===== src/rnc_pkg.sv =====
`default_nettype none
package rnc_pkg;

	localparam int CWND_FRAC_BITS = 16;
	localparam int RTT_FRAC_BITS  = 8;

	localparam int CW_W       = 32;
	localparam int SEQ_W      = 32;
	localparam int RTO_W      = 16;
	localparam int WIN_W      = 16;
	localparam int SAMP_W     = 16;
	localparam int CNT_W      = 8;
	localparam int OP_W       = 2;
	localparam int CFG_IDX_W  = 8;
	localparam int CFG_DATA_W = 16;

	// Smoothed RTT and variance hold the sample with its fraction bits.
	localparam int RTT_W  = SAMP_W + RTT_FRAC_BITS;
	// Quotient of 2^(2F) by the window, one bit per divider step.
	localparam int QW     = 2 * CWND_FRAC_BITS + 1;
	localparam int QCNT_W = $clog2(QW);
	localparam int SUM_W  = ((QW > CW_W) ? QW : CW_W) + 1;

	localparam logic [CW_W-1:0] CW_ONE   = {{(CW_W-1){1'b0}}, 1'b1} << CWND_FRAC_BITS;
	localparam logic [CW_W-1:0] CW_TWO   = CW_ONE << 1;
	localparam logic [CW_W-1:0] CW_THREE = CW_ONE + CW_TWO;
	localparam logic [CW_W-1:0] CW_SS0   = CW_ONE << 6;
	localparam logic [CW_W-1:0] CW_MAX   = {CW_W{1'b1}};

	localparam logic [RTO_W-1:0] RTO_MIN   = RTO_W'(50);
	localparam logic [RTO_W-1:0] RTO_MAX   = RTO_W'(60000);
	localparam logic [RTO_W-1:0] RTO_RESET = RTO_W'(200);
	localparam logic [CNT_W-1:0] RETRY_RESET = CNT_W'(20);
	localparam logic [CNT_W-1:0] CNT_MAX = {CNT_W{1'b1}};
	localparam logic [CNT_W-1:0] DUP_THRESH = CNT_W'(3);

	localparam logic [OP_W-1:0] OP_ACK    = 2'd0;
	localparam logic [OP_W-1:0] OP_RTO    = 2'd1;
	localparam logic [OP_W-1:0] OP_SENT   = 2'd2;
	localparam logic [OP_W-1:0] OP_SYNACK = 2'd3;

	localparam logic [1:0] KIND_OLD  = 2'd0;
	localparam logic [1:0] KIND_DUP  = 2'd1;
	localparam logic [1:0] KIND_NEW  = 2'd2;
	localparam logic [1:0] KIND_NONE = 2'd3;

	localparam logic [1:0] PH_SS = 2'd0;
	localparam logic [1:0] PH_CA = 2'd1;
	localparam logic [1:0] PH_FR = 2'd2;

	localparam logic [CFG_IDX_W-1:0] REG_INIT_RTO    = CFG_IDX_W'(0);
	localparam logic [CFG_IDX_W-1:0] REG_MAX_RETRIES = CFG_IDX_W'(1);

	typedef struct packed {
		logic ready;
		logic exec;
		logic div_step;
		logic add;
		logic rtt1;
		logic rtt2;
		logic load_out;
	} rnc_cmd_t;

	typedef struct packed {
		logic evt_valid;
		logic div_go;
		logic rtt_go;
		logic rtt_pend;
		logic div_last;
		logic out_free;
	} rnc_sts_t;

endpackage
`default_nettype wire


===== src/rnc_if.sv =====
`default_nettype none
interface rnc_evt_if;
	logic                       valid;
	logic                       ready;
	logic [rnc_pkg::OP_W-1:0]   operation;
	logic [rnc_pkg::SEQ_W-1:0]  ack_number;
	logic [rnc_pkg::WIN_W-1:0]  peer_window;
	logic                       timestamp_echoed;
	logic [rnc_pkg::SAMP_W-1:0] rtt_sample_ms;
	modport source (output valid, operation, ack_number, peer_window, timestamp_echoed,
		rtt_sample_ms, input ready);
	modport sink (input valid, operation, ack_number, peer_window, timestamp_echoed,
		rtt_sample_ms, output ready);
endinterface

interface rnc_res_if;
	logic                      valid;
	logic                      ready;
	logic [1:0]                ack_kind;
	logic                      retransmit;
	logic [rnc_pkg::SEQ_W-1:0] oldest_unacked;
	logic [rnc_pkg::WIN_W-1:0] send_credit;
	logic [rnc_pkg::RTO_W-1:0] timeout_ms;
	logic [1:0]                phase;
	logic                      gave_up;
	modport source (output valid, ack_kind, retransmit, oldest_unacked, send_credit,
		timeout_ms, phase, gave_up, input ready);
	modport sink (input valid, ack_kind, retransmit, oldest_unacked, send_credit,
		timeout_ms, phase, gave_up, output ready);
endinterface

interface rnc_cfg_if;
	logic                           valid;
	logic                           ready;
	logic [rnc_pkg::CFG_IDX_W-1:0]  index;
	logic [rnc_pkg::CFG_DATA_W-1:0] data;
	modport source (output valid, index, data, input ready);
	modport sink (input valid, index, data, output ready);
endinterface
`default_nettype wire


===== src/reno_congestion_rto_controller.sv =====
`default_nettype none
// Channel  Role    Word
// evt      sink    one event: operation, ack number, peer window, timestamp flag, RTT sample
// res      source  one result: ack kind, retransmit, oldest unacked, credit, RTO, phase, give-up
// cfg      sink    register write: index 0 initial RTO in ms, index 1 retry limit
//
// An event is taken in the idle state, decoded in the execute state and its result loaded in
// the final state. Taking an RTT sample adds the RTT update states, and a new ACK in
// congestion avoidance adds the divide and add states: the restoring divider forming one over
// the window yields one quotient bit per cycle over 33 bits, then the add state adds it.
// Reset is asynchronous and active low; it loads the state after connection set-up.
// A result waits in the output register while the next event is taken and worked on;
// only the final load stalls when the output is still full.
module reno_congestion_rto_controller (
	input  wire logic clk,
	input  wire logic arst_n,
	rnc_evt_if.sink   evt,
	rnc_res_if.source res,
	rnc_cfg_if.sink   cfg
);
	import rnc_pkg::*;

	// The controller sequences decode, division, window sum, RTT update and result load;
	// the datapath holds all connection state and does the arithmetic.
	rnc_cmd_t cmd;
	rnc_sts_t sts;

	rnc_ctrl u_ctrl (
		.clk    (clk),
		.arst_n (arst_n),
		.sts    (sts),
		.cmd    (cmd)
	);

	rnc_datapath u_dp (
		.clk    (clk),
		.arst_n (arst_n),
		.cmd    (cmd),
		.sts    (sts),
		.evt    (evt),
		.res    (res),
		.cfg    (cfg)
	);
endmodule
`default_nettype wire


===== src/rnc_ctrl.sv =====
`default_nettype none
module rnc_ctrl (
	input  wire logic              clk,
	input  wire logic              arst_n,
	input  wire rnc_pkg::rnc_sts_t sts,
	output rnc_pkg::rnc_cmd_t      cmd
);
	import rnc_pkg::*;

	typedef enum logic [2:0] {
		ST_IDLE, ST_EXEC, ST_DIV, ST_ADD, ST_RTT1, ST_RTT2, ST_FIN
	} st_t;

	st_t state_q;

	always_ff @(posedge clk or negedge arst_n) begin
		if (!arst_n) begin
			state_q <= ST_IDLE;
		end else begin
			case (state_q)
				ST_IDLE: if (sts.evt_valid) state_q <= ST_EXEC;
				ST_EXEC: begin
					if (sts.div_go) state_q <= ST_DIV;
					else if (sts.rtt_go) state_q <= ST_RTT1;
					else state_q <= ST_FIN;
				end
				ST_DIV: if (sts.div_last) state_q <= ST_ADD;
				ST_ADD: state_q <= sts.rtt_pend ? ST_RTT1 : ST_FIN;
				ST_RTT1: state_q <= ST_RTT2;
				ST_RTT2: state_q <= ST_FIN;
				ST_FIN: if (sts.out_free) state_q <= ST_IDLE;
				default: state_q <= ST_IDLE;
			endcase
		end
	end

	always_comb begin
		cmd          = '0;
		cmd.ready    = (state_q == ST_IDLE);
		cmd.exec     = (state_q == ST_EXEC);
		cmd.div_step = (state_q == ST_DIV);
		cmd.add      = (state_q == ST_ADD);
		cmd.rtt1     = (state_q == ST_RTT1);
		cmd.rtt2     = (state_q == ST_RTT2);
		cmd.load_out = (state_q == ST_FIN) && sts.out_free;
	end
endmodule
`default_nettype wire


===== src/rnc_datapath.sv =====
`default_nettype none
module rnc_datapath (
	input  wire logic              clk,
	input  wire logic              arst_n,
	input  wire rnc_pkg::rnc_cmd_t cmd,
	output rnc_pkg::rnc_sts_t      sts,
	rnc_evt_if.sink                evt,
	rnc_res_if.source              res,
	rnc_cfg_if.sink                cfg
);
	import rnc_pkg::*;

	function automatic logic [CW_W-1:0] cw_add(input logic [CW_W-1:0] a,
		input logic [CW_W-1:0] b);
		logic [CW_W:0] s;
		s = {1'b0, a} + {1'b0, b};
		return s[CW_W] ? CW_MAX : s[CW_W-1:0];
	endfunction

	// Latched event word.
	logic [OP_W-1:0]   op_q;
	logic [SEQ_W-1:0]  ack_q;
	logic [WIN_W-1:0]  win_q;
	logic              ts_q;
	logic [SAMP_W-1:0] samp_q;

	// Architectural state.
	logic [CNT_W-1:0] max_retry_q;
	logic [SEQ_W-1:0] una_q, next_q;
	logic [CW_W-1:0]  cwnd_q, ss_q;
	logic [1:0]       phase_q;
	logic [CNT_W-1:0] dup_q, trun_q;
	logic [RTT_W-1:0] srtt_q, rvar_q;
	logic [RTO_W-1:0] rto_q;
	logic             rtt_valid_q, resent_q;
	logic [WIN_W-1:0] peer_q;
	logic             rtt_pend_q;

	// Result of the event.
	logic [1:0] kind_q;
	logic       rtx_q, gave_q;
	logic       ov_q;

	// Divider.
	logic [CW_W-1:0]   dvs_q;
	logic [CW_W:0]     rem_q;
	logic [QW-1:0]     quo_q;
	logic [QCNT_W-1:0] qcnt_q;

	// Event decode.
	logic [SEQ_W-1:0] nx_una, nx_next;
	logic [CW_W-1:0]  nx_cwnd, nx_ss;
	logic [1:0]       nx_phase, nx_kind;
	logic [CNT_W-1:0] nx_dup, nx_trun, dup_inc, trun_inc;
	logic [RTO_W-1:0] nx_rto;
	logic [WIN_W-1:0] nx_peer;
	logic             nx_resent, nx_rtx, nx_gave, div_go, rtt_go;
	logic [CW_W-1:0]  half, cut_ss, ss_step;
	logic [RTO_W:0]   rto_dbl;
	logic             any_flight;

	assign dup_inc    = (dup_q != CNT_MAX) ? dup_q + CNT_W'(1) : dup_q;
	assign trun_inc   = (trun_q != CNT_MAX) ? trun_q + CNT_W'(1) : trun_q;
	assign half       = cwnd_q >> 1;
	assign cut_ss     = (half < CW_TWO) ? CW_TWO : half;
	assign ss_step    = cw_add(cwnd_q, CW_ONE);
	assign rto_dbl    = {rto_q, 1'b0};
	assign any_flight = next_q > una_q;

	always_comb begin
		nx_una = una_q;  nx_next = next_q;  nx_cwnd = cwnd_q;  nx_ss = ss_q;
		nx_phase = phase_q;  nx_dup = dup_q;  nx_trun = trun_q;  nx_rto = rto_q;
		nx_peer = peer_q;  nx_resent = resent_q;
		nx_kind = KIND_NONE;  nx_rtx = 1'b0;  nx_gave = 1'b0;
		div_go = 1'b0;  rtt_go = 1'b0;
		case (op_q)
			OP_ACK: begin
				nx_trun = '0;
				if (ack_q < una_q) begin
					nx_kind = KIND_OLD;
				end else if (ack_q == una_q) begin
					nx_kind = KIND_DUP;
					nx_dup  = dup_inc;
					if (phase_q == PH_FR) begin
						nx_cwnd = ss_step;
					end else if (dup_inc == DUP_THRESH) begin
						nx_ss    = cut_ss;
						nx_cwnd  = cw_add(cut_ss, CW_THREE);
						nx_phase = PH_FR;
						nx_rtx   = any_flight;
						if (any_flight) nx_resent = 1'b1;
					end
				end else begin
					nx_kind   = KIND_NEW;
					nx_dup    = '0;
					rtt_go    = !resent_q && ts_q && (samp_q < RTO_MAX);
					nx_una    = ack_q;
					nx_resent = 1'b0;
					if (next_q < ack_q) nx_next = ack_q;
					case (phase_q)
						PH_SS: begin
							nx_cwnd = ss_step;
							if (ss_step >= ss_q) nx_phase = PH_CA;
						end
						PH_CA: div_go = 1'b1;
						default: begin
							nx_cwnd  = ss_q;
							nx_phase = PH_CA;
						end
					endcase
					if (win_q != '0) nx_peer = win_q;
				end
			end
			OP_RTO: begin
				nx_trun = trun_inc;
				if (trun_inc > max_retry_q) begin
					nx_gave = 1'b1;
				end else begin
					nx_ss    = cut_ss;
					nx_cwnd  = CW_ONE;
					nx_phase = PH_SS;
					nx_dup   = '0;
					nx_rto   = (rto_dbl > {1'b0, RTO_MAX}) ? RTO_MAX : rto_dbl[RTO_W-1:0];
					nx_rtx   = any_flight;
					if (any_flight) nx_resent = 1'b1;
				end
			end
			OP_SENT: begin
				if (next_q != {SEQ_W{1'b1}}) nx_next = next_q + SEQ_W'(1);
			end
			default: begin
				nx_peer = (win_q != '0) ? win_q : WIN_W'(1);
				rtt_go  = 1'b1;
			end
		endcase
	end

	// Divider step and window sum.
	logic [CW_W:0]    rem_sh;
	logic             q_bit;
	logic [SUM_W-1:0] cw_sum;

	assign rem_sh = {rem_q[CW_W-1:0], (qcnt_q == QCNT_W'(2 * CWND_FRAC_BITS))};
	assign q_bit  = rem_sh >= {1'b0, dvs_q};
	assign cw_sum = SUM_W'(cwnd_q) + SUM_W'(quo_q);

	// RTT estimator.
	logic [RTT_W-1:0] s_fix, rdiff;
	logic [RTT_W+1:0] var_sum;
	logic [RTT_W+2:0] srtt_sum, rto_t;
	logic [RTT_W+2-RTT_FRAC_BITS:0] rto_ms;

	assign s_fix    = {samp_q, {RTT_FRAC_BITS{1'b0}}};
	assign rdiff    = (srtt_q > s_fix) ? srtt_q - s_fix : s_fix - srtt_q;
	assign var_sum  = (RTT_W+2)'(rvar_q) * (RTT_W+2)'(3) + (RTT_W+2)'(rdiff);
	assign srtt_sum = (RTT_W+3)'(srtt_q) * (RTT_W+3)'(7) + (RTT_W+3)'(s_fix);
	assign rto_t    = (RTT_W+3)'(srtt_q) + ((RTT_W+3)'(rvar_q) << 2)
		+ (RTT_W+3)'((1 << RTT_FRAC_BITS) - 1);
	assign rto_ms   = rto_t[RTT_W+2:RTT_FRAC_BITS];

	// Send credit from the state after the event.
	logic [CW_W-1:0]  eff_full, eff_min;
	logic [WIN_W-1:0] eff;
	logic [SEQ_W-1:0] flight;
	logic [WIN_W-1:0] credit;

	assign eff_full = cwnd_q >> CWND_FRAC_BITS;
	assign eff_min  = (eff_full > CW_W'(peer_q)) ? CW_W'(peer_q) : eff_full;
	assign eff      = (eff_min == '0) ? WIN_W'(1) : eff_min[WIN_W-1:0];
	assign flight   = (next_q > una_q) ? next_q - una_q : '0;
	assign credit   = (SEQ_W'(eff) > flight) ? eff - flight[WIN_W-1:0] : '0;

	always_ff @(posedge clk or negedge arst_n) begin
		if (!arst_n) begin
			max_retry_q <= RETRY_RESET;
			una_q       <= SEQ_W'(1);
			next_q      <= SEQ_W'(1);
			cwnd_q      <= CW_ONE;
			ss_q        <= CW_SS0;
			phase_q     <= PH_SS;
			dup_q       <= '0;
			trun_q      <= '0;
			srtt_q      <= '0;
			rvar_q      <= '0;
			rto_q       <= RTO_RESET;
			rtt_valid_q <= 1'b0;
			resent_q    <= 1'b0;
			peer_q      <= WIN_W'(1);
			rtt_pend_q  <= 1'b0;
			ov_q        <= 1'b0;
		end else begin
			if (cfg.valid) begin
				if (cfg.index == REG_INIT_RTO) begin
					if (!rtt_valid_q) begin
						if (cfg.data == '0) rto_q <= RTO_W'(1);
						else if (cfg.data > RTO_MAX) rto_q <= RTO_MAX;
						else rto_q <= cfg.data;
					end
				end else if (cfg.index == REG_MAX_RETRIES) begin
					max_retry_q <= cfg.data[CNT_W-1:0];
				end
			end
			if (cmd.exec) begin
				una_q <= nx_una;  next_q <= nx_next;  cwnd_q <= nx_cwnd;  ss_q <= nx_ss;
				phase_q <= nx_phase;  dup_q <= nx_dup;  trun_q <= nx_trun;
				rto_q <= nx_rto;  peer_q <= nx_peer;  resent_q <= nx_resent;
				rtt_pend_q <= rtt_go;
			end
			if (cmd.add) begin
				cwnd_q <= (cw_sum > SUM_W'(CW_MAX)) ? CW_MAX : cw_sum[CW_W-1:0];
			end
			if (cmd.rtt1) begin
				rtt_valid_q <= 1'b1;
				if (!rtt_valid_q) begin
					srtt_q <= s_fix;
					rvar_q <= s_fix >> 1;
				end else begin
					rvar_q <= var_sum[RTT_W+1:2];
					srtt_q <= srtt_sum[RTT_W+2:3];
				end
			end
			if (cmd.rtt2) begin
				if (rto_ms < (RTT_W+3-RTT_FRAC_BITS)'(RTO_MIN)) rto_q <= RTO_MIN;
				else if (rto_ms > (RTT_W+3-RTT_FRAC_BITS)'(RTO_MAX)) rto_q <= RTO_MAX;
				else rto_q <= rto_ms[RTO_W-1:0];
			end
			if (cmd.load_out) ov_q <= 1'b1;
			else if (res.ready) ov_q <= 1'b0;
		end
	end

	always_ff @(posedge clk) begin
		if (evt.valid && cmd.ready) begin
			op_q   <= evt.operation;
			ack_q  <= evt.ack_number;
			win_q  <= evt.peer_window;
			ts_q   <= evt.timestamp_echoed;
			samp_q <= evt.rtt_sample_ms;
		end
		if (cmd.exec) begin
			kind_q <= nx_kind;
			rtx_q  <= nx_rtx;
			gave_q <= nx_gave;
			dvs_q  <= cwnd_q;
			rem_q  <= '0;
			quo_q  <= '0;
			qcnt_q <= QCNT_W'(QW - 1);
		end
		if (cmd.div_step) begin
			rem_q  <= q_bit ? rem_sh - {1'b0, dvs_q} : rem_sh;
			quo_q  <= {quo_q[QW-2:0], q_bit};
			qcnt_q <= qcnt_q - QCNT_W'(1);
		end
		if (cmd.load_out) begin
			res.ack_kind       <= kind_q;
			res.retransmit     <= rtx_q;
			res.oldest_unacked <= una_q;
			res.send_credit    <= credit;
			res.timeout_ms     <= rto_q;
			res.phase          <= phase_q;
			res.gave_up        <= gave_q;
		end
	end

	assign evt.ready = cmd.ready;
	assign cfg.ready = 1'b1;
	assign res.valid = ov_q;

	always_comb begin
		sts           = '0;
		sts.evt_valid = evt.valid;
		sts.div_go    = div_go;
		sts.rtt_go    = rtt_go;
		sts.rtt_pend  = rtt_pend_q;
		sts.div_last  = (qcnt_q == '0);
		sts.out_free  = !ov_q || res.ready;
	end
endmodule
`default_nettype wire


===== src/flat_wrapper.sv =====
// flat-port wrapper written by rule: the top's interface ports become plain ports
module reno_congestion_rto_controller_flat import rnc_pkg::*;
  (clk, arst_n, evt_valid, evt_operation, evt_ack_number, evt_peer_window, evt_timestamp_echoed, evt_rtt_sample_ms, evt_ready, res_valid, res_ack_kind, res_retransmit, res_oldest_unacked, res_send_credit, res_timeout_ms, res_phase, res_gave_up, res_ready, cfg_valid, cfg_index, cfg_data, cfg_ready);
  rnc_evt_if evt_i ();
  rnc_res_if res_i ();
  rnc_cfg_if cfg_i ();
  input  wire logic clk;
  input  wire logic arst_n;
  input wire logic [$bits(evt_i.valid)-1:0] evt_valid;
  input wire logic [$bits(evt_i.operation)-1:0] evt_operation;
  input wire logic [$bits(evt_i.ack_number)-1:0] evt_ack_number;
  input wire logic [$bits(evt_i.peer_window)-1:0] evt_peer_window;
  input wire logic [$bits(evt_i.timestamp_echoed)-1:0] evt_timestamp_echoed;
  input wire logic [$bits(evt_i.rtt_sample_ms)-1:0] evt_rtt_sample_ms;
  output wire logic [$bits(evt_i.ready)-1:0] evt_ready;
  output wire logic [$bits(res_i.valid)-1:0] res_valid;
  output wire logic [$bits(res_i.ack_kind)-1:0] res_ack_kind;
  output wire logic [$bits(res_i.retransmit)-1:0] res_retransmit;
  output wire logic [$bits(res_i.oldest_unacked)-1:0] res_oldest_unacked;
  output wire logic [$bits(res_i.send_credit)-1:0] res_send_credit;
  output wire logic [$bits(res_i.timeout_ms)-1:0] res_timeout_ms;
  output wire logic [$bits(res_i.phase)-1:0] res_phase;
  output wire logic [$bits(res_i.gave_up)-1:0] res_gave_up;
  input wire logic [$bits(res_i.ready)-1:0] res_ready;
  input wire logic [$bits(cfg_i.valid)-1:0] cfg_valid;
  input wire logic [$bits(cfg_i.index)-1:0] cfg_index;
  input wire logic [$bits(cfg_i.data)-1:0] cfg_data;
  output wire logic [$bits(cfg_i.ready)-1:0] cfg_ready;
  assign evt_i.valid = evt_valid;
  assign evt_i.operation = evt_operation;
  assign evt_i.ack_number = evt_ack_number;
  assign evt_i.peer_window = evt_peer_window;
  assign evt_i.timestamp_echoed = evt_timestamp_echoed;
  assign evt_i.rtt_sample_ms = evt_rtt_sample_ms;
  assign evt_ready = evt_i.ready;
  assign res_valid = res_i.valid;
  assign res_ack_kind = res_i.ack_kind;
  assign res_retransmit = res_i.retransmit;
  assign res_oldest_unacked = res_i.oldest_unacked;
  assign res_send_credit = res_i.send_credit;
  assign res_timeout_ms = res_i.timeout_ms;
  assign res_phase = res_i.phase;
  assign res_gave_up = res_i.gave_up;
  assign res_i.ready = res_ready;
  assign cfg_i.valid = cfg_valid;
  assign cfg_i.index = cfg_index;
  assign cfg_i.data = cfg_data;
  assign cfg_ready = cfg_i.ready;
  reno_congestion_rto_controller u_core (.clk(clk), .arst_n(arst_n), .evt(evt_i), .res(res_i), .cfg(cfg_i));
endmodule

===== config.mk =====
export PLATFORM = sky130hd
export DESIGN_NAME = reno_congestion_rto_controller_flat
export DESIGN_NICKNAME = d
export VERILOG_FILES = /design/src/rnc_pkg.sv /design/src/rnc_if.sv /design/src/reno_congestion_rto_controller.sv /design/src/rnc_ctrl.sv /design/src/rnc_datapath.sv /design/src/flat_wrapper.sv
export SDC_FILE = /design/constraint.sdc
export NUM_CORES = 2
export LEC_CHECK = 0
export BUFFER_PORTS_ARGS = -buffer_cell sky130_fd_sc_hd__buf_2
export CAP_MARGIN = 20
export CORE_MARGIN = 2
export CORE_UTILIZATION = 57
export DETAILED_ROUTE_END_ITERATION = 12
export PLACE_DENSITY = 0.78
export SLEW_MARGIN = 20
export SYNTH_ARGS = -nofsm -noshare
export SYNTH_HDL_FRONTEND = slang
export SYNTH_HIERARCHICAL = 1
export SYNTH_SLANG_ARGS = --single-unit

===== constraint.sdc =====
create_clock -name clk -period 7.4 [get_ports clk]
set_input_delay 1.85 -clock clk [delete_from_list [all_inputs] [get_ports clk]]
set_output_delay 1.85 -clock clk [all_outputs]
set_load 0.02 [all_outputs]

==> results.tsv <==
metric	value	unit
run status	complete, no violations	
Hold Path End	u_core/u_dp/res.retransmit	
start of the worst register-to-register path	u_core/u_dp/srtt_q[18]	
Syn Std Cell Area	37400	µm²
initial detailed-routing violation count	3209	
die area	67700	µm²
sequential share of the synthesized area	35.6	%
worst reg-to-reg path cell count	17	
DP HPWL	72300	µm
largest net degree at the start of global routing	88	
TritonCTS clock tree	done	
Hold Startpoint	u_core/u_dp/rtx_q	
commonest register cell after synthesis	edfxtp_1	
Area growth, synth to finish	9.30	%
max cap viols	0	
CP max FO	26	
std cell rows	93	
PortBufs	167	
Reg-to-Reg End	u_core/u_dp/rvar_q[23]	
Setup Viol. Count Final	0	
initial antenna violation count	0	
Worst Max-Slew Pin Slew	1.11	ns
total grt overflow	0	
TritonCTS Buffers	55	
Gate Count Post-Synth	3992	
number of global-route vias before repair	30100	
share of cells above drive strength 1	10.6	%
Multi-input gate area	22300	µm²
skew final	0.0360	ns
Slew Limit Fails	0	
detailed-router iteration count before antenna repair	9	
H-tree Lvls	2	
clock sinks	484	
Die W	260	µm
routed wire length	99100	µm
Tmin final	6.11	ns
post-CTS setup-driven buffer insertion count	0	
first-pass GRT wire length	160000	µm
Hold Crit Class	reg -> reg	
clk buf depth	3	
R2R Setup Slk	1.29	ns
clock transition at the registers of the reported paths	0.06	ns
crit path DAT	6.56	ns
vias per cell	6.26	
# DRC	0	
GP Congestion	0.963	
Routed WL per cell	19.8	µm
clk_lat worst skew	0.63	ns
CTS resizes	0	
Reg area	13300	µm²
CP endpoint kind	flop	
fin nets	4637	
final hold violations	0	
Die Y	260	µm
post-route ant nets	0	
total track usage	29.2	%
Hold-fix buffers, CTS	0	
RSZ-0062 raised after global routing	no	
Yosys reg bits	484	
syn avg cell area	9.38	µm²
CTS root buffer	clkbuf_16	
DR vias	31300	
Final period util	82.5	%
fillers	5352	
Worst setup SP type	flop	
CP Data Required Time	7.85	ns
Core ar.	64700	µm²
max_slew headroom	26.0	%
Initial Util	57.9	%
critical path class	reg -> reg	
diode count	0	
WHS Path Cells	0	
Setup TNS Final	0	ns
Ys Warns	6	
FMAX	164	MHz
Synth cell types	110	
Post-Syn Nets	4536	
number of flops mapped to enable cells by yosys	244	
I/O pin cnt	169	
fraction of registers with async set/reset	49.6	%
==> worst max-delay path by stage <==
stage / startpoint / end / slack [ns] / depth (start not counted)
5_1_grt: u_core/u_dp/next_q[0] / u_core/u_dp/res.send_credit[11] / 0.64 / 27
4_1_cts: u_core/u_dp/next_q[0] / u_core/u_dp/res.send_credit[15] / 1.37 / 27
2_1_floorplan: u_core/u_ctrl/state_q[1] / u_core/u_dp/qcnt_q[0] / 1.57 / 5
6_report: u_core/u_dp/srtt_q[18] / u_core/u_dp/rvar_q[23] / 1.29 / 17
3_5_place_dp: u_core/u_dp/next_q[0] / u_core/u_dp/res.send_credit[3] / 1.36 / 27
3_3_place_gp: u_core/u_dp/srtt_q[19] / u_core/u_dp/rvar_q[22] / 1.65 / 21
==> sequential cells by signal, indices dropped and copies added (netlist names), 16 cells and up <==
signal	flops
u_core/u_dp/quo_q	33
u_core/u_dp/ack_q	32
u_core/u_dp/cwnd_q	32
u_core/u_dp/dvs_q	32
u_core/u_dp/next_q	32
u_core/u_dp/rem_q	32
u_core/u_dp/res.oldest_unacked	32
u_core/u_dp/una_q	32
u_core/u_dp/ss_q	31
u_core/u_dp/rvar_q	24
u_core/u_dp/srtt_q	24
u_core/u_dp/peer_q	16
u_core/u_dp/res.send_credit	16
u_core/u_dp/res.timeout_ms	16
u_core/u_dp/rto_q	16
u_core/u_dp/samp_q	16
u_core/u_dp/win_q	16
==> final cells by class <==
cell class                      instances  area share (%)
Multi-Input combinational cell       3042            54.5
Sequential cell                       484            32.6
Clock buffer                           75            3.90
Inverter                              307            2.82
Timing Repair Buffer                  203            2.78
Tap cell                              855            2.61
Clock inverter                         29           0.768
==> worst max-delay path, cell delays in order (launching register included) <==
cell and delay [ns]:
dfrtp_1 0.51, ha_1 0.46, nand4_1 0.20, nor2_2 0.24, o31ai_2 0.13, a32oi_4 0.86, nor2b_1 0.14, xnor2_1 0.22
fa_1 0.44, ha_1 0.36, a2111oi_0 0.75, a211oi_1 0.23, o21ai_0 0.44, o211ai_1 0.21, a41oi_1 0.37, o21bai_1 0.12
a21oi_1 0.16, o22ai_1 0.09
==> layer usage <==
layer	track usage [%]	vias to the layer above	part of all wire, %
met5	0	-	0
met4	9.00	0	2.7
met3	4.12	189	6.9
met2	46.9	1157	46
met1	41.0	15100	44
li1	-	14800	-
==> Yosys cell counts (31+ instances only) <==
| master | n | share of area, % |
|---|---|---|
| xnor2_1 | 108 | 2.5 |
| nor2b_1 | 50 | 0.84 |
| o22a_1 | 41 | 0.96 |
| nand2b_1 | 47 | 0.79 |
| o21ai_0 | 239 | 3.2 |
| fa_1 | 69 | 3.7 |
| inv_1 | 304 | 3.0 |
| o21ai_1 | 37 | 0.49 |
| o21a_1 | 40 | 0.80 |
| a31oi_1 | 65 | 1.1 |
| and3_1 | 43 | 0.72 |
| dfrtp_1 | 230 | 15 |
| clkbuf_1 | 115 | 1.2 |
| o22ai_1 | 37 | 0.62 |
| nor3_1 | 61 | 0.82 |
| nor2_1 | 230 | 2.3 |
| xor2_1 | 66 | 1.5 |
| mux2i_1 | 50 | 1.3 |
| nand4_1 | 54 | 0.90 |
| ha_1 | 379 | 13 |
| a21oi_1 | 337 | 4.5 |
| nand2_1 | 305 | 3.1 |
| edfxtp_1 | 244 | 20 |
| a211oi_1 | 31 | 0.62 |
| a21o_1 | 129 | 2.6 |
| and2_1 | 59 | 0.99 |
| mux2_2 | 58 | 1.7 |
| nand3_1 | 122 | 1.6 |
==> layout by cell type, fill, tap and decap left out, types with 14 or more instances in the layout <==
master     instances
a211oi_1          31
a21o_1           129
a21oi_1          335
a221oi_1          14
a22oi_1           14
a31oi_1           65
and2_1            58
and3_1            43
buf_2            166
buf_4             35
clkbuf_16         57
dfrtp_1          229
edfxtp_1         244
fa_1              69
ha_1             378
inv_1            304
mux2_2            58
mux2i_1           50
nand2_1          304
nand2b_1          47
nand3_1          121
nand3b_1          15
nand4_1           54
nor2_1           228
nor2b_1           50
nor3_1            61
nor4_1            21
o211ai_1          29
o21a_1            40
o21ai_0          238
o21ai_1           38
o21bai_1          25
o221ai_1          14
o22a_1            41
o22ai_1           37
o31ai_1           18
xnor2_1          108
xor2_1            66
==> metrics by stage <==
stage               instance area [µm²]  setup slack, ns  instances  hold WS [ns]  utilization (%)
global placement                  39000             1.65       4890         0.405             60.2
CTS                               40900             1.37       4995         0.444             63.2
finish                            40900             1.29       4995         0.443             63.2
global route                      40900            0.636       4995         0.453             63.2
detailed placement                39000             1.36       4891         0.435             60.3
floorplan                         37400             1.57       3992         0.400                -
==> cells by family (layout without fill, tap and decap cells) <==
| group | Yosys count | in the layout | synth area share, % |
|---|---|---|---|
| AOI/OAI and AO/OA | 1218 | 1218 | 21.3 |
| xor gates and xnor gates | 174 | 174 | 4.07 |
| adders and majority gates | 448 | 448 | 16.4 |
| buffers and inverters | 466 | 614 | 4.95 |
| DFF | 484 | 484 | 35.6 |
| muxes | 109 | 109 | 3.12 |
| other | 1 | 1 | 0.0100 |
| and+or+nand+nor | 1092 | 1092 | 14.5 |
Power is left out: the tool's default activity adds up to more than one toggle a clock period on the data nets, which glitch-free logic cannot reach.
